## config.mk

```make
export PLATFORM = sky130hd
export DESIGN_NAME = hsv_term_unit
export DESIGN_NICKNAME = d
export VERILOG_FILES = /design/src/hdl/hsv_to_rgb_converter_assert.svh /design/src/hdl/hsv_pkg.sv /design/src/hdl/hsv_term_unit.sv
export SDC_FILE = /design/constraint.sdc
export NUM_CORES = 2
export LEC_CHECK = 0
export ABC_AREA = 0
export BUFFER_PORTS_ARGS = -buffer_cell sky130_fd_sc_hd__buf_2
export CAP_MARGIN = 10
export CORE_MARGIN = 5
export CORE_UTILIZATION = 56
export CTS_CLUSTER_SIZE = 40
export DETAILED_ROUTE_END_ITERATION = 10
export HOLD_SLACK_MARGIN = 0.15
export PLACE_DENSITY = 0.75
export SLEW_MARGIN = 25
export SYNTH_ARGS = -nofsm -noshare
export SYNTH_HDL_FRONTEND = slang
export SYNTH_SLANG_ARGS = --single-unit
```

## constraint.sdc

```tcl
create_clock -name clock -period 7.7 [get_ports clock]
set_input_delay 0.77 -clock clock [delete_from_list [all_inputs] [get_ports clock]]
set_output_delay 0.77 -clock clock [all_outputs]
set_load 0.005 [all_outputs]
```

## src/hdl/hsv_to_rgb_converter_assert.svh

```systemverilog
// ----------------------------------------------------------------------------
// HSV to RGB converter assertion macros
// Concurrent check macros that compile away when SYNTHESIS is defined.
// ----------------------------------------------------------------------------
`ifndef HSV_TO_RGB_CONVERTER_ASSERT_SVH
`define HSV_TO_RGB_CONVERTER_ASSERT_SVH
`ifndef SYNTHESIS
// The consequent must hold in the same cycle as the antecedent.
`define HSV_ASSERT_IMPLY(label, clk, rst, ante, cons) \
   label: assert property (@(posedge clk) disable iff (rst) (ante) |-> (cons)) \
      else $error("HSV to RGB converter: implication check failed");
// The consequent must hold after the antecedent, delayed by the dly argument.
`define HSV_ASSERT_DELAY(label, clk, rst, ante, cons, dly) \
   label: assert property (@(posedge clk) disable iff (rst) (ante) |-> ##dly (cons)) \
      else $error("HSV to RGB converter: delayed check failed");
`else
`define HSV_ASSERT_IMPLY(label, clk, rst, ante, cons)
`define HSV_ASSERT_DELAY(label, clk, rst, ante, cons, dly)
`endif
`endif

```

## src/hdl/hsv_pkg.sv

```systemverilog
// ----------------------------------------------------------------------------
// HSV to RGB converter package
// Field widths, hue constants and the control word shared by the stages.
// ----------------------------------------------------------------------------
package hsv_pkg;

   // Port field widths.
   localparam int HUE_W      = 17;
   localparam int FRACTION_W = 17;
   localparam int CH_W       = 8;

   // Remainder of the hue within one sector: below 60 degrees in Q9.8.
   localparam int REM_W = 14;

   // One sector is 60 degrees, 360 degrees is a full turn (both Q9.8).
   localparam logic [HUE_W-1:0] HUE_SECTOR = 17'd15360;
   localparam logic [HUE_W-1:0] HUE_FULL   = 17'd92160;

   // The sector width factors as HUE_SECTOR_ODD * 2**HUE_SECTOR_POW2.
   localparam int HUE_SECTOR_POW2 = 10;
   localparam int HUE_SECTOR_ODD  = 15;

   // Colour wheel sector of the hue.
   typedef enum logic [2:0] {
      SECTOR_0,
      SECTOR_1,
      SECTOR_2,
      SECTOR_3,
      SECTOR_4,
      SECTOR_5
   } sector_type;

   // Control word that travels alongside the data through every stage.
   typedef struct packed {
      logic       valid;
      logic       grey;
      sector_type sector;
   } ctrl_type;

endpackage

```

## src/hdl/hsv_term_unit.sv

```systemverilog
// ----------------------------------------------------------------------------
// HSV term unit
// Two stages of fixed-point products that form the p, q and t terms.
// ----------------------------------------------------------------------------
module hsv_term_unit #(
   parameter int FRAC_BITS = 16
) (
   input  logic                  clock,
   input  logic                  reset,
   input  hsv_pkg::ctrl_type     ctrl_in,
   input  logic [FRAC_BITS:0]    sat_in,
   input  logic [FRAC_BITS:0]    bri_in,
   input  logic [FRAC_BITS-1:0]  frac_in,
   output hsv_pkg::ctrl_type     ctrl_out,
   output logic [FRAC_BITS:0]    bri_out,
   output logic [FRAC_BITS:0]    p_out,
   output logic [FRAC_BITS:0]    q_out,
   output logic [FRAC_BITS:0]    t_out
);
   import hsv_pkg::*;

   localparam int FW = FRAC_BITS + 1;
   localparam int MW = 2 * FW;
   localparam logic [FW-1:0] FIX_ONE = FW'(1) << FRAC_BITS;

   // Stage D signals.
   logic [MW-1:0] sff_prod, sfc_prod, p_prod;
   ctrl_type      ctrl_d_ff;
   logic [FW-1:0] sff_d_ff, sfc_d_ff, p_d_ff, bri_d_ff;

   // Stage E signals.
   logic [MW-1:0] q_prod, t_prod;
   ctrl_type      ctrl_e_ff;
   logic [FW-1:0] q_e_ff, t_e_ff, p_e_ff, bri_e_ff;

   // Stage D: s * ff, s * (1 - ff) and p = v * (1 - s).
   always_comb begin
      sff_prod = MW'(sat_in) * MW'(frac_in);
      sfc_prod = MW'(sat_in) * MW'(FIX_ONE - FW'(frac_in));
      p_prod   = MW'(bri_in) * MW'(FIX_ONE - sat_in);
   end

   always_ff @(posedge clock) begin
      if (reset) begin
         ctrl_d_ff <= '0;
      end else begin
         ctrl_d_ff <= ctrl_in;
      end
   end

   always_ff @(posedge clock) begin
      sff_d_ff <= sff_prod[FRAC_BITS +: FW];
      sfc_d_ff <= sfc_prod[FRAC_BITS +: FW];
      p_d_ff   <= p_prod[FRAC_BITS +: FW];
      bri_d_ff <= bri_in;
   end

   // Stage E: q = v * (1 - s * ff) and t = v * (1 - s * (1 - ff)).
   always_comb begin
      q_prod = MW'(bri_d_ff) * MW'(FIX_ONE - sff_d_ff);
      t_prod = MW'(bri_d_ff) * MW'(FIX_ONE - sfc_d_ff);
   end

   always_ff @(posedge clock) begin
      if (reset) begin
         ctrl_e_ff <= '0;
      end else begin
         ctrl_e_ff <= ctrl_d_ff;
      end
   end

   always_ff @(posedge clock) begin
      q_e_ff   <= q_prod[FRAC_BITS +: FW];
      t_e_ff   <= t_prod[FRAC_BITS +: FW];
      p_e_ff   <= p_d_ff;
      bri_e_ff <= bri_d_ff;
   end

   assign ctrl_out = ctrl_e_ff;
   assign bri_out  = bri_e_ff;
   assign p_out    = p_e_ff;
   assign q_out    = q_e_ff;
   assign t_out    = t_e_ff;

endmodule

```

==> flow_metrics.tcl <==
set metrics [dict create \
    outcome "finished, final reports clean" \
    path_cells "or4_4, or4_4, or4_4, xor2_2, buf_6, and2_4, fa_1, inv_2, fa_1, inv_1, fa_1, fa_1, fa_1, fa_1, ha_4, and3_4, nor4bb_4, o21ai_4, a21oi_4, nor3_2, buf_4, o21ai_0, or3b_1" \
    grt_pass1_vias 40500 \
    dr.pass1.iters 5 \
    place.gp.congestion 0.936 \
    crit_type "reg -> reg" \
    grt_overflow_total 0 \
    num_rows 109 \
    dp_hpwl_um 103000 \
    synth_most_common_cell "inv_1" \
    syn_to_final_growth_pct 8.01 \
    wirelength_um 126000 \
    r2r_start "sfc_d_ff[8]$_DFF_P_" \
    yosysSeqAreaShare_pct 5.84 \
    worstReg2RegEnd "t_out[16]$_DFF_P_" \
    syn_inst 5623 \
    h-tree-depth 4 \
    wl_met2_um 59800 \
    grt_max_degree 49 \
    period_needed_ns 7.50 \
    critPathMostFrequentCell "fa_1" \
    synth_flop_cell "dfxtp_1" \
    required_ns 8.08 \
    synth_cell_types 59 \
    clock_path_buffers 2 \
    post-route-drc-count 0 \
    synth_top_area_cell "fa_1" \
    wl_per_cell_um 18.2 \
    cp_data_arrival_time_ns 7.88 \
    register_area_um2 2930 \
    slew_viol_final 0 \
    tightest_slew_ns 1.00 \
    multi_input_area_um2 40900 \
    clk_pin_slew_worst_paths_ns 0.07 \
    grt_pass1_wl_um 208000 \
    start_kind "register" \
    worst-path-buf-inv 4 \
    fin_nets 7496 \
    synth_top_area_share_pct 45.9 \
    cp_slowest_cell "fa_1" \
    routed.top_layer "met5" \
    hp-class "reg -> reg" \
    cts_root_buf "clkbuf_16" \
    clkLatencyLatePin_ns 0.50 \
    io_pins 130 \
    portBuffers 129 \
    drive_gt1_share_pct 8.60 \
    maxCapViolations 0 \
    first_iter_violations 2426 \
    die_area_um2 95400 \
    max_slew_margin_pct 32.9 \
    fin_hold_ws_ns 0.330 \
    synth-seq-cells 146 \
    avgSynthCellArea_um2 8.90 \
    antenna_left 0 \
    skew_ns 0.0141 \
    wl_met3_um 11700 \
    cts_made_buffers 17 \
    crit_family "adder cells" \
    track_usage_pct 27.5 \
    synth_common_cells "inv_1, fa_1, nand2_1" \
    core_um2 88500 \
    synth.area.top_cells "fa_1, ha_1, inv_1" \
    cts_sinks 146 \
    report.final.hold_viol_count 0 \
    slowest_delay_ns 0.59 \
    die_h_um 309 \
    endpoint "t_out[16]$_DFF_P_" \
    synth_area_um2 50000 \
    crit_start "sfc_d_ff[8]$_DFF_P_" \
    vias 37100 \
    start_util_pct 56.5 \
    antenna_found_initial 4 \
    viasPerCell 5.35 \
    cts_tree "yes" \
    synth_edf_count 0 \
    setup_viol 0 \
    ys_warn_count 0 \
    async_reset_ff_share_pct 0 \
    rr_worst_depth 23 \
    reg2reg_slack_ns 0.20 \
    timing.final.crit_share_pct 97.4 \
    dieWidth_um 309 \
    cp_num_cells 23 \
    max_freq_mhz 133 \
    critPathCaptureType "register" \
    wl_met1_um 50000 \
    synth_nets 7366 \
    worst-path-max-fanout 8 \
    n_fill_cell 7371 \
]
==> cell families after synthesis <==
group                      synth area share (%)
xor gates and xnor gates                   2.69
and+or+nand+nor                            16.6
AOI/OAI and AO/OA                          2.57
DFF                                        5.84
adders and majority gates                  59.4
buffers and inverters                      13.0
==> layer usage <==
metal  up-vias  global-route usage [%]
li1      16500                       -
met3       319                    6.56
met5         -                       0
met1     18700                    35.8
met4         6                    9.95
met2      1542                    45.3
==> metrics by stage <==
step | setup TNS, ns | setup WS, ns | cells | area (µm²) | utilization [%]
2_1_floorplan | 0 | 0.00272 | 5623 | 50100 | -
3_3_place_gp | -2.97 | -0.305 | 6891 | 53100 | 59.9
3_5_place_dp | -4.87 | -0.407 | 6891 | 53100 | 60.0
4_1_cts | 0 | 0.0459 | 6923 | 53700 | 60.7
5_1_grt | -0.0924 | -0.0802 | 6932 | 54000 | 61.0
6_report | 0 | 0.204 | 6933 | 54000 | 61.1
==> worst min path at each step <==
stage / startpoint / endpoint / slack [ns] / cells after the start
detailed placement: p_d_ff[14]$_DFF_P_ / p_out[14]$_DFF_P_ / 0.31 / 0
CTS: p_d_ff[14]$_DFF_P_ / p_out[14]$_DFF_P_ / 0.33 / 0
floorplan: p_d_ff[0]$_DFF_P_ / p_out[0]$_DFF_P_ / 0.31 / 0
global route: p_d_ff[14]$_DFF_P_ / p_out[14]$_DFF_P_ / 0.34 / 0
finish: p_d_ff[16]$_DFF_P_ / p_out[16]$_DFF_P_ / 0.33 / 0
global placement: p_d_ff[0]$_DFF_P_ / p_out[0]$_DFF_P_ / 0.31 / 0
==> cell type report <==
class,instances,area share (%)
well taps,1165,2.70
repair buffers,381,4.88
flip-flops and latches,146,5.42
multi-input cells,3752,75.7
inverters,1455,10.1
clock buffers,17,0.787
diodes,2,0.00926
clock inverters,15,0.398
==> sequential cells by signal, indices dropped and copies added, names as in the netlist, 17 cells and up <==
name	flops
sfc_d_ff	17
p_out	17
p_d_ff	17
sff_d_ff	17
q_out	17
bri_out	17
t_out	17
bri_d_ff	17
==> placed cells by master (no fill, tap or decap), types with 5 or more instances in the layout <==
cell type and instances:
nor4_1 5, and4_1 6, buf_4 242, dfxtp_1 142, o21a_1 14, xor2_1 42, nand2b_1 7, nor2_1 86
xnor2_1 90, nor2b_1 15, clkbuf_16 17, o21ai_1 6, nor3_1 34, buf_12 7, or4_4 5, and2_1 517
a21o_1 29, clkinv_8 5, a211oi_1 5, nor3_2 5, inv_1 1454, or2_2 28, nand3_1 18, o21ai_0 32
nand2_1 887, fa_1 1145, xnor2_2 14, ha_1 537, and3_1 49, a21oi_1 60, or3_1 13, nand4_1 11
buf_2 129, a31oi_1 8, o21bai_1 9
==> repair_timing <==
action,CTS,global route
resized for setup,7,44
hold buffers,0,0
setup endpoints to repair,6,27
pin swaps,0,17
buffers inserted,0,9
Power is not shown: default switching activity piles up to over one toggle a cycle in this logic, so the estimate is an artifact.
