$ cat src/hdl/hsv_to_rgb_converter_assert.svh
// ----------------------------------------------------------------------------
// HSV to RGB converter assertion macros
// Concurrent check macros that compile away when SYNTHESIS is defined.
// ----------------------------------------------------------------------------
`ifndef HSV_TO_RGB_CONVERTER_ASSERT_SVH
`define HSV_TO_RGB_CONVERTER_ASSERT_SVH
`ifndef SYNTHESIS
// The consequent must hold in the same cycle as the antecedent.
`define HSV_ASSERT_IMPLY(label, clk, rst, ante, cons) \
   label: assert property (@(posedge clk) disable iff (rst) (ante) |-> (cons)) \
      else $error("HSV to RGB converter: implication check failed");
// The consequent must hold after the antecedent, delayed by the dly argument.
`define HSV_ASSERT_DELAY(label, clk, rst, ante, cons, dly) \
   label: assert property (@(posedge clk) disable iff (rst) (ante) |-> ##dly (cons)) \
      else $error("HSV to RGB converter: delayed check failed");
`else
`define HSV_ASSERT_IMPLY(label, clk, rst, ante, cons)
`define HSV_ASSERT_DELAY(label, clk, rst, ante, cons, dly)
`endif
`endif

$ cat src/hdl/hsv_pkg.sv
// ----------------------------------------------------------------------------
// HSV to RGB converter package
// Field widths, hue constants and the control word shared by the stages.
// ----------------------------------------------------------------------------
package hsv_pkg;

   // Port field widths.
   localparam int HUE_W      = 17;
   localparam int FRACTION_W = 17;
   localparam int CH_W       = 8;

   // Remainder of the hue within one sector: below 60 degrees in Q9.8.
   localparam int REM_W = 14;

   // One sector is 60 degrees, 360 degrees is a full turn (both Q9.8).
   localparam logic [HUE_W-1:0] HUE_SECTOR = 17'd15360;
   localparam logic [HUE_W-1:0] HUE_FULL   = 17'd92160;

   // The sector width factors as HUE_SECTOR_ODD * 2**HUE_SECTOR_POW2.
   localparam int HUE_SECTOR_POW2 = 10;
   localparam int HUE_SECTOR_ODD  = 15;

   // Colour wheel sector of the hue.
   typedef enum logic [2:0] {
      SECTOR_0,
      SECTOR_1,
      SECTOR_2,
      SECTOR_3,
      SECTOR_4,
      SECTOR_5
   } sector_type;

   // Control word that travels alongside the data through every stage.
   typedef struct packed {
      logic       valid;
      logic       grey;
      sector_type sector;
   } ctrl_type;

endpackage

$ cat src/hdl/hsv_sector_unit.sv
// ----------------------------------------------------------------------------
// HSV sector unit
// Three stages: clamps the fractions, finds the hue sector, and divides the
// remainder by the sector width to give the fraction within the sector.
// ----------------------------------------------------------------------------
module hsv_sector_unit #(
   parameter int FRAC_BITS = 16
) (
   input  logic                             clock,
   input  logic                             reset,
   input  logic                             in_valid,
   input  logic [hsv_pkg::HUE_W-1:0]        hue,
   input  logic [hsv_pkg::FRACTION_W-1:0]   saturation,
   input  logic [hsv_pkg::FRACTION_W-1:0]   brightness,
   output hsv_pkg::ctrl_type                ctrl_out,
   output logic [FRAC_BITS:0]               sat_out,
   output logic [FRAC_BITS:0]               bri_out,
   output logic [FRAC_BITS-1:0]             frac_out
);
   import hsv_pkg::*;

   localparam int FW = FRAC_BITS + 1;
   localparam int CW = (FRAC_BITS + 2 > FRACTION_W + 1) ? FRAC_BITS + 2 : FRACTION_W + 1;
   localparam int YW = FRAC_BITS + 4;
   localparam int PW = YW + FW;

   localparam logic [CW-1:0] ONE_WIDE = CW'(1) << FRAC_BITS;
   localparam logic [FW-1:0] FIX_ONE  = FW'(1) << FRAC_BITS;
   // Reciprocal of the odd factor, rounded down; the estimate is low by at most one.
   localparam logic [FW-1:0] RECIP    =
      FW'((64'd1 << (FRAC_BITS + 4)) / HUE_SECTOR_ODD);

   // Stage A signals.
   logic [HUE_W-1:0]  hue_wrap;
   logic [HUE_W-1:0]  sector_base;
   sector_type        sector;
   ctrl_type          ctrl_a_in, ctrl_a_ff;
   logic [REM_W-1:0]  rem_a_in, rem_a_ff;
   logic [FW-1:0]     sat_a_in, sat_a_ff;
   logic [FW-1:0]     bri_a_in, bri_a_ff;

   // Stage B signals.
   logic [YW-1:0]        y_b;
   logic [PW-1:0]        prod_b;
   ctrl_type             ctrl_b_ff;
   logic [YW-1:0]        y_b_ff;
   logic [FRAC_BITS-1:0] est_b_in, est_b_ff;
   logic [FW-1:0]        sat_b_ff, bri_b_ff;

   // Stage C signals.
   logic [YW-1:0]        back_c;
   logic [YW-1:0]        resid_c;
   logic [FRAC_BITS-1:0] frac_c_in, frac_c_ff;
   ctrl_type             ctrl_c_ff;
   logic [FW-1:0]        sat_c_ff, bri_c_ff;

   // Stage A: wrap the hue, pick the sector and clamp both fractions to one.
   always_comb begin
      hue_wrap = (hue >= HUE_FULL) ? '0 : hue;
      if (hue_wrap < HUE_SECTOR) begin
         sector = SECTOR_0;
      end else if (hue_wrap < HUE_W'(2 * HUE_SECTOR)) begin
         sector = SECTOR_1;
      end else if (hue_wrap < HUE_W'(3 * HUE_SECTOR)) begin
         sector = SECTOR_2;
      end else if (hue_wrap < HUE_W'(4 * HUE_SECTOR)) begin
         sector = SECTOR_3;
      end else if (hue_wrap < HUE_W'(5 * HUE_SECTOR)) begin
         sector = SECTOR_4;
      end else begin
         sector = SECTOR_5;
      end
      case (sector)
         SECTOR_0: sector_base = '0;
         SECTOR_1: sector_base = HUE_SECTOR;
         SECTOR_2: sector_base = HUE_W'(2 * HUE_SECTOR);
         SECTOR_3: sector_base = HUE_W'(3 * HUE_SECTOR);
         SECTOR_4: sector_base = HUE_W'(4 * HUE_SECTOR);
         SECTOR_5: sector_base = HUE_W'(5 * HUE_SECTOR);
         default:  sector_base = '0;
      endcase
      rem_a_in = REM_W'(hue_wrap - sector_base);
      sat_a_in = (CW'(saturation) > ONE_WIDE) ? FIX_ONE : FW'(saturation);
      bri_a_in = (CW'(brightness) > ONE_WIDE) ? FIX_ONE : FW'(brightness);
      ctrl_a_in.valid  = in_valid;
      ctrl_a_in.grey   = (sat_a_in == '0);
      ctrl_a_in.sector = sector;
   end

   always_ff @(posedge clock) begin
      if (reset) begin
         ctrl_a_ff <= '0;
      end else begin
         ctrl_a_ff <= ctrl_a_in;
      end
   end

   always_ff @(posedge clock) begin
      rem_a_ff <= rem_a_in;
      sat_a_ff <= sat_a_in;
      bri_a_ff <= bri_a_in;
   end

   // Stage B: scale the remainder so that dividing by the odd factor gives
   // the fraction, and estimate that quotient by the reciprocal.
   if (FRAC_BITS >= HUE_SECTOR_POW2) begin : g_scale_up
      assign y_b = YW'(rem_a_ff) << (FRAC_BITS - HUE_SECTOR_POW2);
   end else begin : g_scale_down
      assign y_b = YW'(rem_a_ff >> (HUE_SECTOR_POW2 - FRAC_BITS));
   end

   always_comb begin
      prod_b   = PW'(y_b) * PW'(RECIP);
      est_b_in = prod_b[YW +: FRAC_BITS];
   end

   always_ff @(posedge clock) begin
      if (reset) begin
         ctrl_b_ff <= '0;
      end else begin
         ctrl_b_ff <= ctrl_a_ff;
      end
   end

   always_ff @(posedge clock) begin
      y_b_ff   <= y_b;
      est_b_ff <= est_b_in;
      sat_b_ff <= sat_a_ff;
      bri_b_ff <= bri_a_ff;
   end

   // Stage C: correct the estimate by one where the residue is still too big.
   always_comb begin
      back_c    = YW'(est_b_ff) * YW'(HUE_SECTOR_ODD);
      resid_c   = y_b_ff - back_c;
      frac_c_in = (resid_c >= YW'(HUE_SECTOR_ODD)) ? est_b_ff + FRAC_BITS'(1) : est_b_ff;
   end

   always_ff @(posedge clock) begin
      if (reset) begin
         ctrl_c_ff <= '0;
      end else begin
         ctrl_c_ff <= ctrl_b_ff;
      end
   end

   always_ff @(posedge clock) begin
      frac_c_ff <= frac_c_in;
      sat_c_ff  <= sat_b_ff;
      bri_c_ff  <= bri_b_ff;
   end

   assign ctrl_out = ctrl_c_ff;
   assign sat_out  = sat_c_ff;
   assign bri_out  = bri_c_ff;
   assign frac_out = frac_c_ff;

endmodule

$ cat config.mk
export PLATFORM = sky130hd
export DESIGN_NAME = hsv_sector_unit
export DESIGN_NICKNAME = d
export VERILOG_FILES = /design/src/hdl/hsv_to_rgb_converter_assert.svh /design/src/hdl/hsv_pkg.sv /design/src/hdl/hsv_sector_unit.sv
export SDC_FILE = /design/constraint.sdc
export NUM_CORES = 1
export LEC_CHECK = 0
export ABC_AREA = 1
export BUFFER_PORTS_ARGS = -buffer_cell sky130_fd_sc_hd__buf_2
export CAP_MARGIN = 20
export CORE_MARGIN = 3
export CORE_UTILIZATION = 35
export CTS_BUF_LIST = sky130_fd_sc_hd__clkbuf_4 sky130_fd_sc_hd__clkbuf_8
export DETAILED_ROUTE_END_ITERATION = 12
export GPL_ROUTABILITY_DRIVEN = 0
export PLACE_DENSITY = 0.62
export SLEW_MARGIN = 20
export SYNTH_ARGS = -nofsm -noshare
export SYNTH_HDL_FRONTEND = slang
export SYNTH_SLANG_ARGS = --single-unit
export TNS_END_PERCENT = 100
$ cat constraint.sdc
create_clock -name clock -period 4.5 [get_ports clock]
set_input_delay 0 -clock clock [delete_from_list [all_inputs] [get_ports clock]]
set_output_delay 0 -clock clock [all_outputs]
set_load 0.1 [all_outputs]
==> qor_table.md <==
| Metric | This run |
|:---|:---|
| Layout cell share with drive strength beyond 1 | 0.139 |
| Finished Layout Cells | 1655 |
| CTS H-tree lvls | 4 |
| Number of cells on the worst hold path | 7 |
| Clk root buf | clkbuf_8 |
| Global route overflow | 0 |
| Clock buffer count from CTS | 17 |
| Final period util | 0.925 |
| Total core area | 0.0264 mm2 |
| R2R Path Start | est_b_ff[4]$_DFF_P_ |
| Reg-to-reg setup timing slack | 0.34 ns |
| Critical Path End Type | register |
| Global routing usage on met1 | 0.194 |
| Most common cell after layout, fill and taps aside | inv_1 |
| Hold crit path type | input pin to register |
| Outcome | completed |
| Simple-gate share of the synthesized area | 0.189 |
| Via count of the first global-routing pass | 7381 |
| GRT Total Usage | 0.144 |
| Area share of xor/xnor cells in the synthesized design | 0.0340 |
| Number of antenna violations at the first check in global routing | 0 |
| Quantity of I/O buffers inserted on ports | 108 |
| Synth Instances | 1125 |
| # nets final | 1528 |
| Pins over their slew limit | 0 |
| Post-detailed-route count of antenna-violating nets | 0 |
| Via-to-Cell Ratio | 4.46 |
| Critical register-to-register path endpoint | frac_out[11]$_DFF_P_ |
| DRC violation total after the first TritonRoute iteration | 389 |
| Count of final hold-check violations | 0 |
| Number of distinct library cell variants in the gate-level netlist after synthesis | 39 |
| Maximum count of clock buffers along a single path | 2 |
| Cell count after placement | 1569 |
| Sum of routed wire length over all layers | 20300 um |
| MaxCap Viol Count | 0 |
| Time the worst path needs with I/O delays and setup | 4.16 ns |
| Setup Total Neg Slack | 0 ns |
| Global routing met3 resource utilization | 0.0263 |
| Drt wl/cell | 12.2 um |
| Commonest cells after routing, fill and taps aside | 256 x inv_1, 203 x nand2_1, 173 x dfxtp_1, 115 x ha_1 |
| Wire length of the first global-routing pass | 34200 um |
| Required time worst endpoint | 4.86 ns |
| Multiplexer fraction of the synthesized cell area | 0 |
| Slew Limit Headroom | 0.551 |
| Length in cells of the worst reg-to-reg path | 20 |
| Combinational family with the most area after synthesis | adder cells |
| Die Width | 171 um |
| Number of detailed-route iterations in the first pass | 7 |
| Net count of the mapped netlist | 1346 |
| Yosys synthesis warning count | 0 |
| Cell area after synthesis | 0.00954 mm2 |
| Post-DP Area | 0.0105 mm2 |
| Unrepaired setup endpoints after global routing | false |
| Post-detailed-placement half-perimeter wirelength | 15800 um |
| CP Class | register to register |
| Grt peak-use layer | met2 |
| Met2 GRT Util | 0.239 |
| Floorplan die height | 171 um |
| Clock tree from TritonCTS | yes |
| Critical path launch point | est_b_ff[4]$_DFF_P_ |
| Number of clock sinks seen by CTS | 177 |
| Worst slew pin tran | 0.669 ns |
| Clock insertion delay at the later pin of the skew report | 0.47 ns |
| Reg clk slew, reported paths | 0.11 ns |
| Total number of vias | 7380 |
| Boundary Pins | 109 |
| Final antenna diode count | 0 |
| Final setup fails | 0 |
| DIE AREA | 0.0293 mm2 |
| Signed area change from the synthesized netlist to the final layout | 21.2% |
| Post-route design area | 0.0116 mm2 |
| Crit path capture | frac_out[11]$_DFF_P_ |
| Post-route DRC violation count | 0 |
| Critical Path AT | 4.52 ns |
| Total number of placement rows | 59 |
| Final Skew | 0.0185 ns |
| Biggest fanout along the worst timing path | 7 |
| Number of flip-flops and latches in the synthesized netlist | 177 |
| Seq/Total Area, Yosys | 0.372 |
| Count of filler cells inserted in the layout | 2658 |
| Pin count of the biggest net entering global routing | 23 |
| Avg Synthesized Cell Area | 8.48 um2 |
| CP Launch Type | register |
| Adder-cell area share of the yosys netlist | 0.260 |
| Maximum frequency from static timing analysis | 240 MHz |
| Complex-gate fraction of the synthesized area | 0.0373 |
| Starting Density | 0.361 |
## repair_timing
item | in CTS | in global routing
setup buffers | 0 | 1
endpoints found under the hold margin | 61 | 0
setup endpoints to repair | 0 | 16
hold buffers | 52 | 0
resized for setup | 0 | 6
## Yosys cell counts
cell      number  area, um2
inv_1        256        961
nand2_1      203        762
dfxtp_1      177       3540
ha_1         115       1440
nor2_1       108        405
fa_1          52       1040
nand3_1       39        195
a21oi_1       33        165
nand4_1       30        188
xor2_1        28        245
o21ai_0       17       85.1
xnor2_1        9       78.8
clkbuf_1       6       22.5
nand2_2        6       37.5
nor3_1         4       20.0
a31oi_1        3       18.8
buf_2          3       15.0
nand3b_1       3       22.5
nor2_4         3       33.8
a21boi_1       2       15.0
a21o_1         2       15.0
and2_1         2       12.5
and3_1         2       12.5
buf_6          2       22.5
inv_2          2       7.51
nand3_2        2       20.0
nor2_2         2       12.5
nor3_2         2       20.0
o21a_1         2       15.0
a21oi_2        1       8.76
a31o_2         1       8.76
a41oi_1        1       8.76
nand3b_4       1       20.0
nand4_4        1       21.3
nor4_1         1       6.26
o21bai_1       1       7.51
o31ai_1        1       7.51
or2_2          1       6.26
or2_4          1       8.76
## layout make-up
cell class / count / area (um2) / area share
Tap cell: 335 / 419 / 0.0363
Sequential cell: 177 / 3550 / 0.307
Clock inverter: 15 / 214 / 0.0185
Clock buffer: 17 / 234 / 0.0203
Inverter: 258 / 968 / 0.0838
Multi-Input combinational cell: 680 / 5000 / 0.433
Timing Repair Buffer: 173 / 1170 / 0.101
## worst max-delay path, cell delays in order (launching register included)
cell     delay (ns)
dfxtp_2        0.43
inv_1          0.15
fa_1           0.55
inv_1          0.05
fa_1           0.47
fa_1           0.51
inv_1          0.04
ha_1           0.36
nand2_2        0.11
nor2_1         0.18
nand3_1        0.13
nand3_1        0.15
nand2_1        0.09
nand2_1        0.06
nand2_1        0.06
nand2_2        0.08
nand2_1        0.08
nor2_4         0.17
nand4_4        0.20
nand2_1        0.13
nand2_1        0.06
## sequential cells by signal, indices dropped and copies added (netlist names), 16 cells and up
| signal | cells |
|---|---|
| frac_out | 16 |
| sat_b_ff | 17 |
| bri_b_ff | 17 |
| sat_out | 17 |
| bri_out | 17 |
| est_b_ff | 16 |
| bri_a_ff | 17 |
| sat_a_ff | 17 |
## cell families after synthesis
| family | after synthesis |
|---|---|
| xor gates and xnor gates | 37 |
| AOI/OAI and AO/OA | 64 |
| DFF | 177 |
| buffers and inverters | 269 |
| and+or+nand+nor | 411 |
| adders and majority gates | 167 |
## through the flow
stage / setup slack, ns / util / hold slack [ns]
3_3_place_gp: 0.296 / 0.398 / 0.129
3_5_place_dp: 0.231 / 0.398 / 0.132
2_1_floorplan: 0.676 / - / 0.0712
4_1_cts: 0.193 / 0.435 / 0.0403
6_report: 0.337 / 0.437 / 0.0696
5_1_grt: 0.00683 / 0.437 / 0.131
## routing by layer
metal	share of wire	up-vias	routed length, um
li1	-	3784	-
met1	0.47	3418	9500
met2	0.47	156	9590
met3	0.043	22	880
met4	0.013	0	272
met5	0	-	0
## worst min path at each step
stage,startpoint,endpoint,slack [ns]
finish,hue[15],ctrl_a_ff[2]$_SDFF_PP0_,0.07
global route,hue[15],ctrl_a_ff[2]$_SDFF_PP0_,0.13
CTS,hue[15],ctrl_a_ff[2]$_SDFF_PP0_,0.04
detailed placement,brightness[16],bri_a_ff[16]$_SDFF_PN1_,0.13
global placement,brightness[16],bri_a_ff[16]$_SDFF_PN1_,0.13
floorplan,reset,ctrl_b_ff[2]$_SDFF_PP0_,0.07
Power is not shown: default switching activity piles up to over one toggle a cycle in this logic, so the estimate is an artifact.
