File: config.mk
export PLATFORM = sky130hd
export DESIGN_NAME = hsv_channel_unit
export DESIGN_NICKNAME = d
export VERILOG_FILES = /design/src/hdl/hsv_to_rgb_converter_assert.svh /design/src/hdl/hsv_pkg.sv /design/src/hdl/hsv_channel_unit.sv
export SDC_FILE = /design/constraint.sdc
export NUM_CORES = 1
export LEC_CHECK = 0
export BUFFER_PORTS_ARGS = -buffer_cell sky130_fd_sc_hd__buf_2
export CAP_MARGIN = 20
export CORE_MARGIN = 5
export CORE_UTILIZATION = 35
export DETAILED_ROUTE_END_ITERATION = 10
export PLACE_DENSITY = 0.58
export SLEW_MARGIN = 10
export SYNTH_ARGS = -nofsm -noshare
export SYNTH_HDL_FRONTEND = slang
export SYNTH_SLANG_ARGS = --single-unit
File: constraint.sdc
create_clock -name clock -period 9.89 [get_ports clock]
set_input_delay 1.978 -clock clock [delete_from_list [all_inputs] [get_ports clock]]
set_output_delay 1.978 -clock clock [all_outputs]
set_load 0.02 [all_outputs]
File: src/hdl/hsv_to_rgb_converter_assert.svh
// ----------------------------------------------------------------------------
// HSV to RGB converter assertion macros
// Concurrent check macros that compile away when SYNTHESIS is defined.
// ----------------------------------------------------------------------------
`ifndef HSV_TO_RGB_CONVERTER_ASSERT_SVH
`define HSV_TO_RGB_CONVERTER_ASSERT_SVH
`ifndef SYNTHESIS
// The consequent must hold in the same cycle as the antecedent.
`define HSV_ASSERT_IMPLY(label, clk, rst, ante, cons) \
   label: assert property (@(posedge clk) disable iff (rst) (ante) |-> (cons)) \
      else $error("HSV to RGB converter: implication check failed");
// The consequent must hold after the antecedent, delayed by the dly argument.
`define HSV_ASSERT_DELAY(label, clk, rst, ante, cons, dly) \
   label: assert property (@(posedge clk) disable iff (rst) (ante) |-> ##dly (cons)) \
      else $error("HSV to RGB converter: delayed check failed");
`else
`define HSV_ASSERT_IMPLY(label, clk, rst, ante, cons)
`define HSV_ASSERT_DELAY(label, clk, rst, ante, cons, dly)
`endif
`endif

File: src/hdl/hsv_pkg.sv
// ----------------------------------------------------------------------------
// HSV to RGB converter package
// Field widths, hue constants and the control word shared by the stages.
// ----------------------------------------------------------------------------
package hsv_pkg;

   // Port field widths.
   localparam int HUE_W      = 17;
   localparam int FRACTION_W = 17;
   localparam int CH_W       = 8;

   // Remainder of the hue within one sector: below 60 degrees in Q9.8.
   localparam int REM_W = 14;

   // One sector is 60 degrees, 360 degrees is a full turn (both Q9.8).
   localparam logic [HUE_W-1:0] HUE_SECTOR = 17'd15360;
   localparam logic [HUE_W-1:0] HUE_FULL   = 17'd92160;

   // The sector width factors as HUE_SECTOR_ODD * 2**HUE_SECTOR_POW2.
   localparam int HUE_SECTOR_POW2 = 10;
   localparam int HUE_SECTOR_ODD  = 15;

   // Colour wheel sector of the hue.
   typedef enum logic [2:0] {
      SECTOR_0,
      SECTOR_1,
      SECTOR_2,
      SECTOR_3,
      SECTOR_4,
      SECTOR_5
   } sector_type;

   // Control word that travels alongside the data through every stage.
   typedef struct packed {
      logic       valid;
      logic       grey;
      sector_type sector;
   } ctrl_type;

endpackage

File: src/hdl/hsv_channel_unit.sv
// ----------------------------------------------------------------------------
// HSV channel unit
// Routes the terms to red, green and blue by sector and scales each channel
// to its full-scale value into the result registers.
// ----------------------------------------------------------------------------
module hsv_channel_unit #(
   parameter int FRAC_BITS   = 16,
   parameter int CHANNEL_MAX = 255
) (
   input  logic                        clock,
   input  logic                        reset,
   input  hsv_pkg::ctrl_type           ctrl_in,
   input  logic [FRAC_BITS:0]          bri_in,
   input  logic [FRAC_BITS:0]          p_in,
   input  logic [FRAC_BITS:0]          q_in,
   input  logic [FRAC_BITS:0]          t_in,
   output logic                        out_strobe,
   output logic [hsv_pkg::CH_W-1:0]    out_red,
   output logic [hsv_pkg::CH_W-1:0]    out_green,
   output logic [hsv_pkg::CH_W-1:0]    out_blue
);
   import hsv_pkg::*;

   localparam int FW  = FRAC_BITS + 1;
   localparam int CMW = $clog2(CHANNEL_MAX + 1);
   localparam int PW  = (FW + CMW > FRAC_BITS + CH_W) ? FW + CMW : FRAC_BITS + CH_W;

   logic [FW-1:0]   red_sel, green_sel, blue_sel;
   logic            strobe_ff;
   logic [CH_W-1:0] red_in, green_in, blue_in;
   logic [CH_W-1:0] red_ff, green_ff, blue_ff;

   // Full-scale multiply, truncated and kept to the low channel bits.
   function automatic logic [CH_W-1:0] to_channel(input logic [FW-1:0] x);
      logic [PW-1:0] prod;
      prod = PW'(x) * PW'(CHANNEL_MAX);
      return prod[FRAC_BITS +: CH_W];
   endfunction

   // Sector routing; a grey pixel takes the value on all three channels.
   always_comb begin
      case (ctrl_in.sector)
         SECTOR_0: begin
            red_sel = bri_in; green_sel = t_in;   blue_sel = p_in;
         end
         SECTOR_1: begin
            red_sel = q_in;   green_sel = bri_in; blue_sel = p_in;
         end
         SECTOR_2: begin
            red_sel = p_in;   green_sel = bri_in; blue_sel = t_in;
         end
         SECTOR_3: begin
            red_sel = p_in;   green_sel = q_in;   blue_sel = bri_in;
         end
         SECTOR_4: begin
            red_sel = t_in;   green_sel = p_in;   blue_sel = bri_in;
         end
         default: begin
            red_sel = bri_in; green_sel = p_in;   blue_sel = q_in;
         end
      endcase
      if (ctrl_in.grey) begin
         red_sel   = bri_in;
         green_sel = bri_in;
         blue_sel  = bri_in;
      end
      red_in   = to_channel(red_sel);
      green_in = to_channel(green_sel);
      blue_in  = to_channel(blue_sel);
   end

   // Result registers.
   always_ff @(posedge clock) begin
      if (reset) begin
         strobe_ff <= 1'b0;
      end else begin
         strobe_ff <= ctrl_in.valid;
      end
   end

   always_ff @(posedge clock) begin
      red_ff   <= red_in;
      green_ff <= green_in;
      blue_ff  <= blue_in;
   end

   assign out_strobe = strobe_ff;
   assign out_red    = red_ff;
   assign out_green  = green_ff;
   assign out_blue   = blue_ff;

endmodule

==> metrics.md, run 1 <==
| Metric | Value |
|---|---|
| Status | `complete, no violations` |
| Met3 wire length | `1560 µm` |
| EDFF count, synth | `0` |
| Initial Utilization | `35.4%` |
| M1 wire length | `12800 µm` |
| Setup Buffers After CTS | `0` |
| Mapped Avg Cell Area | `9.19 µm²` |
| Total track usage | `16.5%` |
| # rows | `65` |
| DR WL/cell | `16.6 µm` |
| CTS-repair resized insts | `0` |
| Synth area leaders | `fa_1, ha_1, inv_1` |
| Worst EP required | `10070 ps` |
| Max-cap violations | `0` |
| Cells after Synth | `1211` |
| Startpoint types | `input port` |
| Sinks on the clock net | `25` |
| Uppermost layer routed | `met5` |
| Hold Vio Cnt, Final | `0` |
| Fraction of layout cells with a size suffix above 1 | `11.9%` |
| Synth cell types | `86` |
| HPWL after detailed placement | `24900 µm` |
| Crit share post-route | `81.5%` |
| CTS tree | `done` |
| Final Max Slew Viols | `0` |
| CP Capture Type | `register` |
| # nets final | `1696` |
| Antenna-violating nets left | `0` |
| Post-Syn Area | `11100 µm²` |
| Sequential fraction of the synthesis area | `4.50%` |
| Worst EP arrival | `8240 ps` |
| Hold Crit Class | `input port to register` |
| Crit Path Max Fanout | `46` |
| Area Growth Syn to Fin | `8.47%` |
| Initial DRC count | `697` |
| Metal2 WL | `12800 µm` |
| Synth top area share | `37.0%` |
| GRT overflow | `0` |
| Ys async rst share | `0%` |
| H-tree levels | `1` |
| Post-synth net total | `1617` |
| Clk buf depth | `2` |
| Crit Path Category | `input port to register` |
| Top Ports | `100` |
| Core area | `31500 µm²` |
| CTS Hold Bufs | `0` |
| Utilization after layout | `38.4%` |
| Vias in the first global route | `9043` |
| DRC | `0` |
| Port bufs | `99` |
| Final wirelength | `28100 µm` |
| Router iterations before antenna repair | `6` |
| Main synth FF type | `dfxtp_1` |
| Final Setup Violations | `0` |
| Relative slew margins | `36.0%` |
| Count leader, synth | `inv_1` |
| Vias after detailed routing | `8806` |
| RSZ-0062 raised after global routing | `no` |
| Commonest cells post-synth | `inv_1, fa_1, ha_1, a21oi_1, nor2_1` |
| Die H | `188 µm` |
| First-pass GRT wire length | `47600 µm` |
| CTS Buf Count | `3` |
| Fmax | `124 MHz` |
| Largest net degree at the start of global routing | `49` |
| Area leader, netlist | `fa_1` |
| Final TNS setup | `0 ps` |
| Gpl congestion | `0.917` |
| Full die area | `35500 µm²` |
| Vias/cell | `5.20` |
| Initial antenna violation count | `4` |
| Least-Margin Pin Slew | `960 ps` |
| CTS root buf | `clkbuf_16` |
| Warnings from Yosys | `0` |
| DIE WIDTH | `188 µm` |
| Tmin final | `8060 ps` |
| Register clock-pin slew on the reported worst setup and hold paths | `80 ps` |
| Fillers | `3210` |
| Seq cells post-synth | `25` |
-- registers in the layout, summed over array words and instances, names as in the netlist --
register	flops
out_red	8
out_strobe	1
out_blue	8
out_green	8
-- stage by stage --
stage                     area, µm²  hold slack [ps]  instances  setup WS (ps)
final                         12100             1830       1693           1830
after global routing          12100             1830       1693           1340
after global placement        12000             2130       1687           1490
after floorplan               11100             2050       1211           2790
after detailed placement      12000             2140       1687           1530
after CTS                     12100             1820       1691           1800
-- final timing paths --
path	slack (ps)	to	from	cells past startpoint
max	1830	out_green[4]	ctrl_in[3]	19
min	1830	out_strobe	reset	2
-- cells in the final DEF (no fill, tap or decap), drive strengths merged, types with 4 or more instances in the layout --
master,Yosys,layout
inv,260,260
fa,206,206
ha,125,125
buf,27,108
a21oi,79,79
nor2,68,68
nand2,50,50
o21ai,35,35
mux2i,30,30
xnor2,28,28
dfxtp,25,25
a21o,22,22
nor3,19,19
a211oi,18,18
nand3,16,16
nand2b,14,14
a22oi,14,14
xor2,14,14
nor2b,11,11
o21a,10,10
nand4,10,10
mux2,10,10
a221oi,9,9
a22o,8,8
a222oi,8,8
and2,6,6
a31oi,6,6
o21bai,4,4
o22ai,4,4
and3,4,4
o211ai,4,4
or2,4,4
o221ai,4,4
a2111oi,4,4
a2bb2oi,4,4
-- kinds of logic after synthesis --
group / synth area share (%)
mux: 3.74
simple gates: 9.89
flops: 4.50
compound gates: 16.3
fa+ha+maj: 51.3
xor+xnor: 3.57
buf+inv: 10.7
-- worst max-delay path: stages --
cell and delay (ps):
buf_2 710, clkinv_1 640, o221ai_1 620, inv_1 250, fa_1 590, inv_1 70, fa_1 470, inv_1 50
fa_1 470, inv_1 50, fa_1 470, inv_1 40, ha_1 300, and4_1 210, nand3_1 90, a211o_1 330
o21ai_0 420, nor2_1 150, o311ai_0 300
-- metal layers --
layer / up-vias / GRT usage (%)
met5: - / 0
met4: 4 / 6.11
met3: 41 / 1.83
met2: 275 / 25.8
met1: 4291 / 23.6
li1: 4195 / -
-- layout make-up --
type / instances / area, µm² / area share [%]
multi-input combinational: 891 / 9440 / 78.2
inverter: 261 / 980 / 8.11
timing repair buffer: 108 / 563 / 4.66
tap: 402 / 503 / 4.16
sequential: 25 / 500 / 4.14
clock buffer: 3 / 75.1 / 0.622
clock inverter: 1 / 7.51 / 0.0622
antenna: 2 / 5.00 / 0.0414
Power of run 1 is left out: the tool's default activity adds up to more than one toggle a clock period on the data nets, which glitch-free logic cannot reach.
==> run 2, diff against run 1 <==
clock period = 7.65 ns   (was 9.89 ns; I/O delays follow)
==> run 2 against run 1 <==
Effect of this change:
- worst setup slack got worse by 1200 ps
- cell area grew 1.2%
- critical path depth is 1 higher
- critical path type unchanged
- critical endpoint is now out_red[5]
==> metrics.md, run 2 (same netlist as run 1, synthesis figures left out) <==
| Metric | Value |
|---|---|
| Die H | `188 µm (unchanged)` |
| Least-Margin Pin Slew | `710 ps (-250 ps)` |
| H-tree levels | `1 (unchanged)` |
| Setup Buffers After CTS | `0 (unchanged)` |
| Vias in the first global route | `9092 (+0.54%)` |
| Final TNS setup | `0 ps (unchanged)` |
| Register clock-pin slew on the reported worst setup and hold paths | `70 ps (about the same)` |
| DIE WIDTH | `188 µm (unchanged)` |
| # rows | `65 (unchanged)` |
| First-pass GRT wire length | `48200 µm (+1.3%)` |
| Max incr delay on CP | `640 ps (-70 ps)` |
| Vias/cell | `5.15 (-0.92%)` |
| RSZ-0062 raised after global routing | `no` |
| Core area | `31500 µm² (unchanged)` |
| Critical path, cell by cell | `buf_2 -> buf_4 -> nor2b_1 -> a21oi_1 -> a21oi_1 -> inv_1 -> fa_1 -> inv_1 -> fa_1 -> inv_1 -> fa_1 -> inv_1 -> fa_1 -> ha_1 -> a21oi_1 -> nand3_1 -> o21ai_0 -> a31oi_1 -> or4b_2 -> nand4_1` |
| CTS root buf | `clkbuf_16` |
| Full die area | `35500 µm² (unchanged)` |
| Largest net degree at the start of global routing | `34 (-31%)` |
| Hold WS | `1390 ps (-445 ps)` |
| CP Capture Type | `register` |
| CTS Hold Bufs | `0 (unchanged)` |
| Port bufs | `99 (unchanged)` |
| Gpl congestion | `0.903 (-1.5%)` |
| Status | `complete, no violations` |
| Area occupied by multi-input gates | `9440 µm² (unchanged)` |
| Seq. cell area | `500 µm² (unchanged)` |
| Post-DP Area | `12100 µm² (+1.2%)` |
| Initial Utilization | `35.4% (unchanged)` |
| Top Ports | `100 (unchanged)` |
| CTS Buf Count | `3 (unchanged)` |
| CTS-repair resized insts | `0 (unchanged)` |
| Startpoint types | `input port` |
| Clk buf depth | `2 (unchanged)` |
| Max-cap violations | `0 (unchanged)` |
| Worst EP arrival | `7200 ps (-1040 ps)` |
| Crit Path Max Fanout | `12 (-74%)` |
| Initial DRC count | `577 (-17%)` |
| Post-place setup slack | `389 ps (-1140 ps)` |
| # nets final | `1714 (+1.1%)` |
| Relative slew margins | `52.5% (+17 points)` |
| Fraction of layout cells with a size suffix above 1 | `13.2% (+1.2 points)` |
| Final wirelength | `28700 µm (+2.0%)` |
| GRT overflow | `0 (unchanged)` |
| Fmax | `143 MHz` |
| Antenna-violating nets left | `0 (unchanged)` |
| Hold Vio Cnt, Final | `0 (unchanged)` |
| Most common cell after layout, fill and taps aside | `inv_1` |
| CTS tree | `done` |
| Router iterations before antenna repair | `7 (+1)` |
| DRC | `0 (unchanged)` |
| Initial antenna violation count | `6 (+2)` |
| Hold Crit Class | `input port to register` |
| Most frequent cells in the layout | `inv_1, fa_1, ha_1` |
| Final Setup Violations | `0 (unchanged)` |
| Crit share post-route | `91.2%` |
| Area Growth Syn to Fin | `9.82%` |
| HPWL after detailed placement | `25400 µm (+1.9%)` |
| Worst EP required | `7880 ps (-2190 ps)` |
| Crit-path slowest cell | `or4b_2` |
| DR WL/cell | `16.8 µm (+0.91%)` |
| Final Max Slew Viols | `0 (unchanged)` |
| Vias after detailed routing | `8823 (+0.19%)` |
| Crit Path Category | `input port to register` |
| Fillers | `3180 (-0.93%)` |
| PnR worst setup slack | `674 ps (-1160 ps)` |
| Total track usage | `16.7% (+0.26 points)` |
| Design area | `12200 µm² (+1.2%)` |
| Sinks on the clock net | `25 (unchanged)` |
| Tmin final | `6980 ps` |
-- run 2: cell types whose count changed in the layout (fill, tap and decap cells not counted), sizes merged --
cell / before / now
diode: 2 / 3
buf: 108 / 126
-- run 2: final timing paths --
kind                        from         end  slack [ps]  cells past startpoint
worst max-delay path  ctrl_in[2]  out_red[5]         670                     20
worst min-delay path       reset  out_strobe        1390                      2
-- run 2: layout make-up --
class                   instances  share of cell area (%)
multi-input cells             891                    77.2
inverters                     261                    8.01
repair buffers                126                    5.81
well taps                     402                    4.11
flip-flops and latches         25                    4.09
clock buffers                   3                   0.614
clock inverters                 1                  0.0614
diodes                          3                  0.0614
-- run 2: worst max-delay path: cells and delay by family --
family / cells / cell delay (ps)
fa+ha+maj: 5 / 2360
simple gates: 4 / 1420
compound gates: 5 / 1150
buf+inv: 6 / 740
-- run 2: per-stage QoR --
step / utilization (%) / std cells
after global placement: 38.6 / 1705
after CTS: 38.8 / 1709
final: 38.8 / 1712
after detailed placement: 38.6 / 1705
after floorplan: - / 1211
after global routing: 38.8 / 1712
-- run 2: layer usage --
layer / part of all wire (%) / vias to the layer above / global-route usage (%)
li1: - / 4221 / -
met1: 45 / 4326 / 23.7
met2: 47 / 238 / 26.8
met3: 5.4 / 32 / 2.48
met4: 2.1 / 6 / 4.62
met5: 0.16 / - / 0
Power of run 2 is left out for the same reason.
==> run 3, diff against run 2 <==
--- a/config.mk
+++ b/config.mk
@@ -9,3 +9,2 @@
 export CAP_MARGIN = 20
-export CORE_MARGIN = 5
 export CORE_UTILIZATION = 35
==> constraint.sdc (replaced) <==
create_clock -name clock -period 7.65 [get_ports clock]
set_input_delay 1.1475 -clock clock [delete_from_list [all_inputs] [get_ports clock]]
set_output_delay 1.1475 -clock clock [all_outputs]
set_load 0.02 [all_outputs]
==> run 3 against run 2 <==
Effect of this change:
- clock-buffer cell count unchanged
- sequential share of layout area about the same
- non-clock buffer count fell by 9
- global-route usage grew 1.7 points
- via count increased by 0.58%
- die area fell by 8.3%
- first-iteration DRC count grew 38%
- cell area fell by 0.55%
- critical path depth grew 1
- largest cell class unchanged
==> metrics.md, run 3 (same netlist as run 1, synthesis figures left out) <==
| Metric | Value |
|---|---|
| Status | `complete, no violations` |
| Critical path origin | `ctrl_in[0]` |
| Startpoint types | `input port` |
| Gpl congestion | `0.940 (+4.1%)` |
| Port bufs | `99 (unchanged)` |
| Relative slew margins | `47.0% (-5.5 points)` |
| Sinks on the clock net | `25 (unchanged)` |
| Vias after detailed routing | `8874 (+0.58%)` |
| Initial Utilization | `36.0% (+0.65 points)` |
| Fmax | `145 MHz (+1.3%)` |
| Top Ports | `100 (unchanged)` |
| Final TNS setup | `0 ps (unchanged)` |
| PnR worst setup slack | `762 ps (+88.0 ps)` |
| HPWL after detailed placement | `25200 µm (-0.77%)` |
| Largest net degree at the start of global routing | `60 (+76%)` |
| Initial DRC count | `796 (+38%)` |
| Final wirelength | `28600 µm (-0.26%)` |
| CTS-repair resized insts | `0 (unchanged)` |
| DRC | `0 (unchanged)` |
| Register clock-pin slew on the reported worst setup and hold paths | `80 ps (about the same)` |
| Router iterations before antenna repair | `6 (-1)` |
| First-pass GRT wire length | `47400 µm (-1.7%)` |
| DR WL/cell | `16.9 µm (+0.74%)` |
| Worst EP required | `7820 ps (-60 ps)` |
| Crit Path Category | `input port to register` |
| Fraction of layout cells with a size suffix above 1 | `12.6% (-0.60 points)` |
| Least-Margin Pin Slew | `794 ps (+83.6 ps)` |
| Most frequent cells in the layout | `inv_1, fa_1, ha_1` |
| Full die area | `32500 µm² (-8.3%)` |
| GRT overflow | `0 (unchanged)` |
| CTS tree | `done` |
| CTS Buf Count | `3 (unchanged)` |
| Post-place setup slack | `514 ps (+126 ps)` |
| Fillers | `3131 (-1.5%)` |
| RSZ-0062 raised after global routing | `no` |
| Total track usage | `18.4% (+1.7 points)` |
| Tmin final | `6890 ps (-88.0 ps)` |
| Most common cell after layout, fill and taps aside | `inv_1` |
| Hold Crit Class | `input port to register` |
| CP Capture Type | `register` |
| Area Growth Syn to Fin | `9.22%` |
| Crit share post-route | `90.0% (-1.1 points)` |
| Final Max Slew Viols | `0 (unchanged)` |
| Crit Path Max Fanout | `20 (+8)` |
| Vias in the first global route | `8968 (-1.4%)` |
| DIE WIDTH | `180 µm (-4.2%)` |
| Setup Buffers After CTS | `0 (unchanged)` |
| WHS Endpoint | `out_strobe` |
| Max-cap violations | `0 (unchanged)` |
| Initial antenna violation count | `1 (-5)` |
| H-tree levels | `1 (unchanged)` |
| CTS root buf | `clkbuf_16` |
| Final Setup Violations | `0 (unchanged)` |
| Clk buf depth | `2 (unchanged)` |
| Antenna-violating nets left | `0 (unchanged)` |
| Min-delay src | `reset` |
| Core area | `30900 µm² (-1.8%)` |
| # rows | `64 (-1.5%)` |
| Hold Vio Cnt, Final | `0 (unchanged)` |
| Hold Crit Depth | `2 (unchanged)` |
| Die H | `180 µm (-4.2%)` |
| Worst EP arrival | `7060 ps (-140 ps)` |
| # nets final | `1705 (-0.53%)` |
| CTS Hold Bufs | `0 (unchanged)` |
| Vias/cell | `5.24 (+1.6%)` |
## run 3: cell count changes in the layout (fill, tap and decap cells not counted)
cell     delta
diode_2     -2
buf_4      -10
buf_12      +1
## run 3: critical path, cell delays in order
cell and delay, ps:
buf_2 270, buf_4 340, nand2b_1 410, a21oi_1 120, a211oi_1 500, nand2_1 110
a21oi_1 200, a21oi_1 150, fa_1 660, inv_1 80, fa_1 490, inv_1 60
fa_1 380, fa_1 480, ha_1 330, a21o_1 190, a21oi_1 150, nor2b_1 70
o41ai_1 610, nand2_1 130, xor2_1 170
## run 3: through the flow
step           hold slack, ps  instance area (µm²)  util, %  std cells
6_report                 1000                12200     39.3       1695
3_3_place_gp             1300                12100     39.1       1690
2_1_floorplan            1220                11100        -       1211
4_1_cts                   986                12200     39.3       1694
5_1_grt                  1010                12200     39.3       1695
3_5_place_dp             1310                12100     39.1       1690
## run 3: cell type report
cell class / instances / area [µm²] / share of cell area [%]
Clock inverter: 1 / 7.51 / 0.0617
Tap cell: 396 / 495 / 4.07
Timing Repair Buffer: 117 / 656 / 5.39
Sequential cell: 25 / 500 / 4.12
Antenna cell: 1 / 2.50 / 0.0206
Multi-Input combinational cell: 891 / 9440 / 77.7
Inverter: 261 / 980 / 8.06
Clock buffer: 3 / 75.1 / 0.617
## run 3: worst max path at each step
stage | endpoint | cells after the start
6_report | out_blue[6] | 21
5_1_grt | out_blue[6] | 19
4_1_cts | out_blue[6] | 21
3_5_place_dp | out_blue[6] | 21
3_3_place_gp | out_blue[6] | 19
2_1_floorplan | out_green[6] | 20
## run 3: routing by layer
layer	part of all wire [%]	GRT usage, %	vias to the layer above
met3	5.6	2.00	17
met4	1.6	4.68	0
met1	45	25.6	4396
li1	-	-	4204
met5	0	0	-
met2	48	30.6	257
Power of run 3 is left out for the same reason.
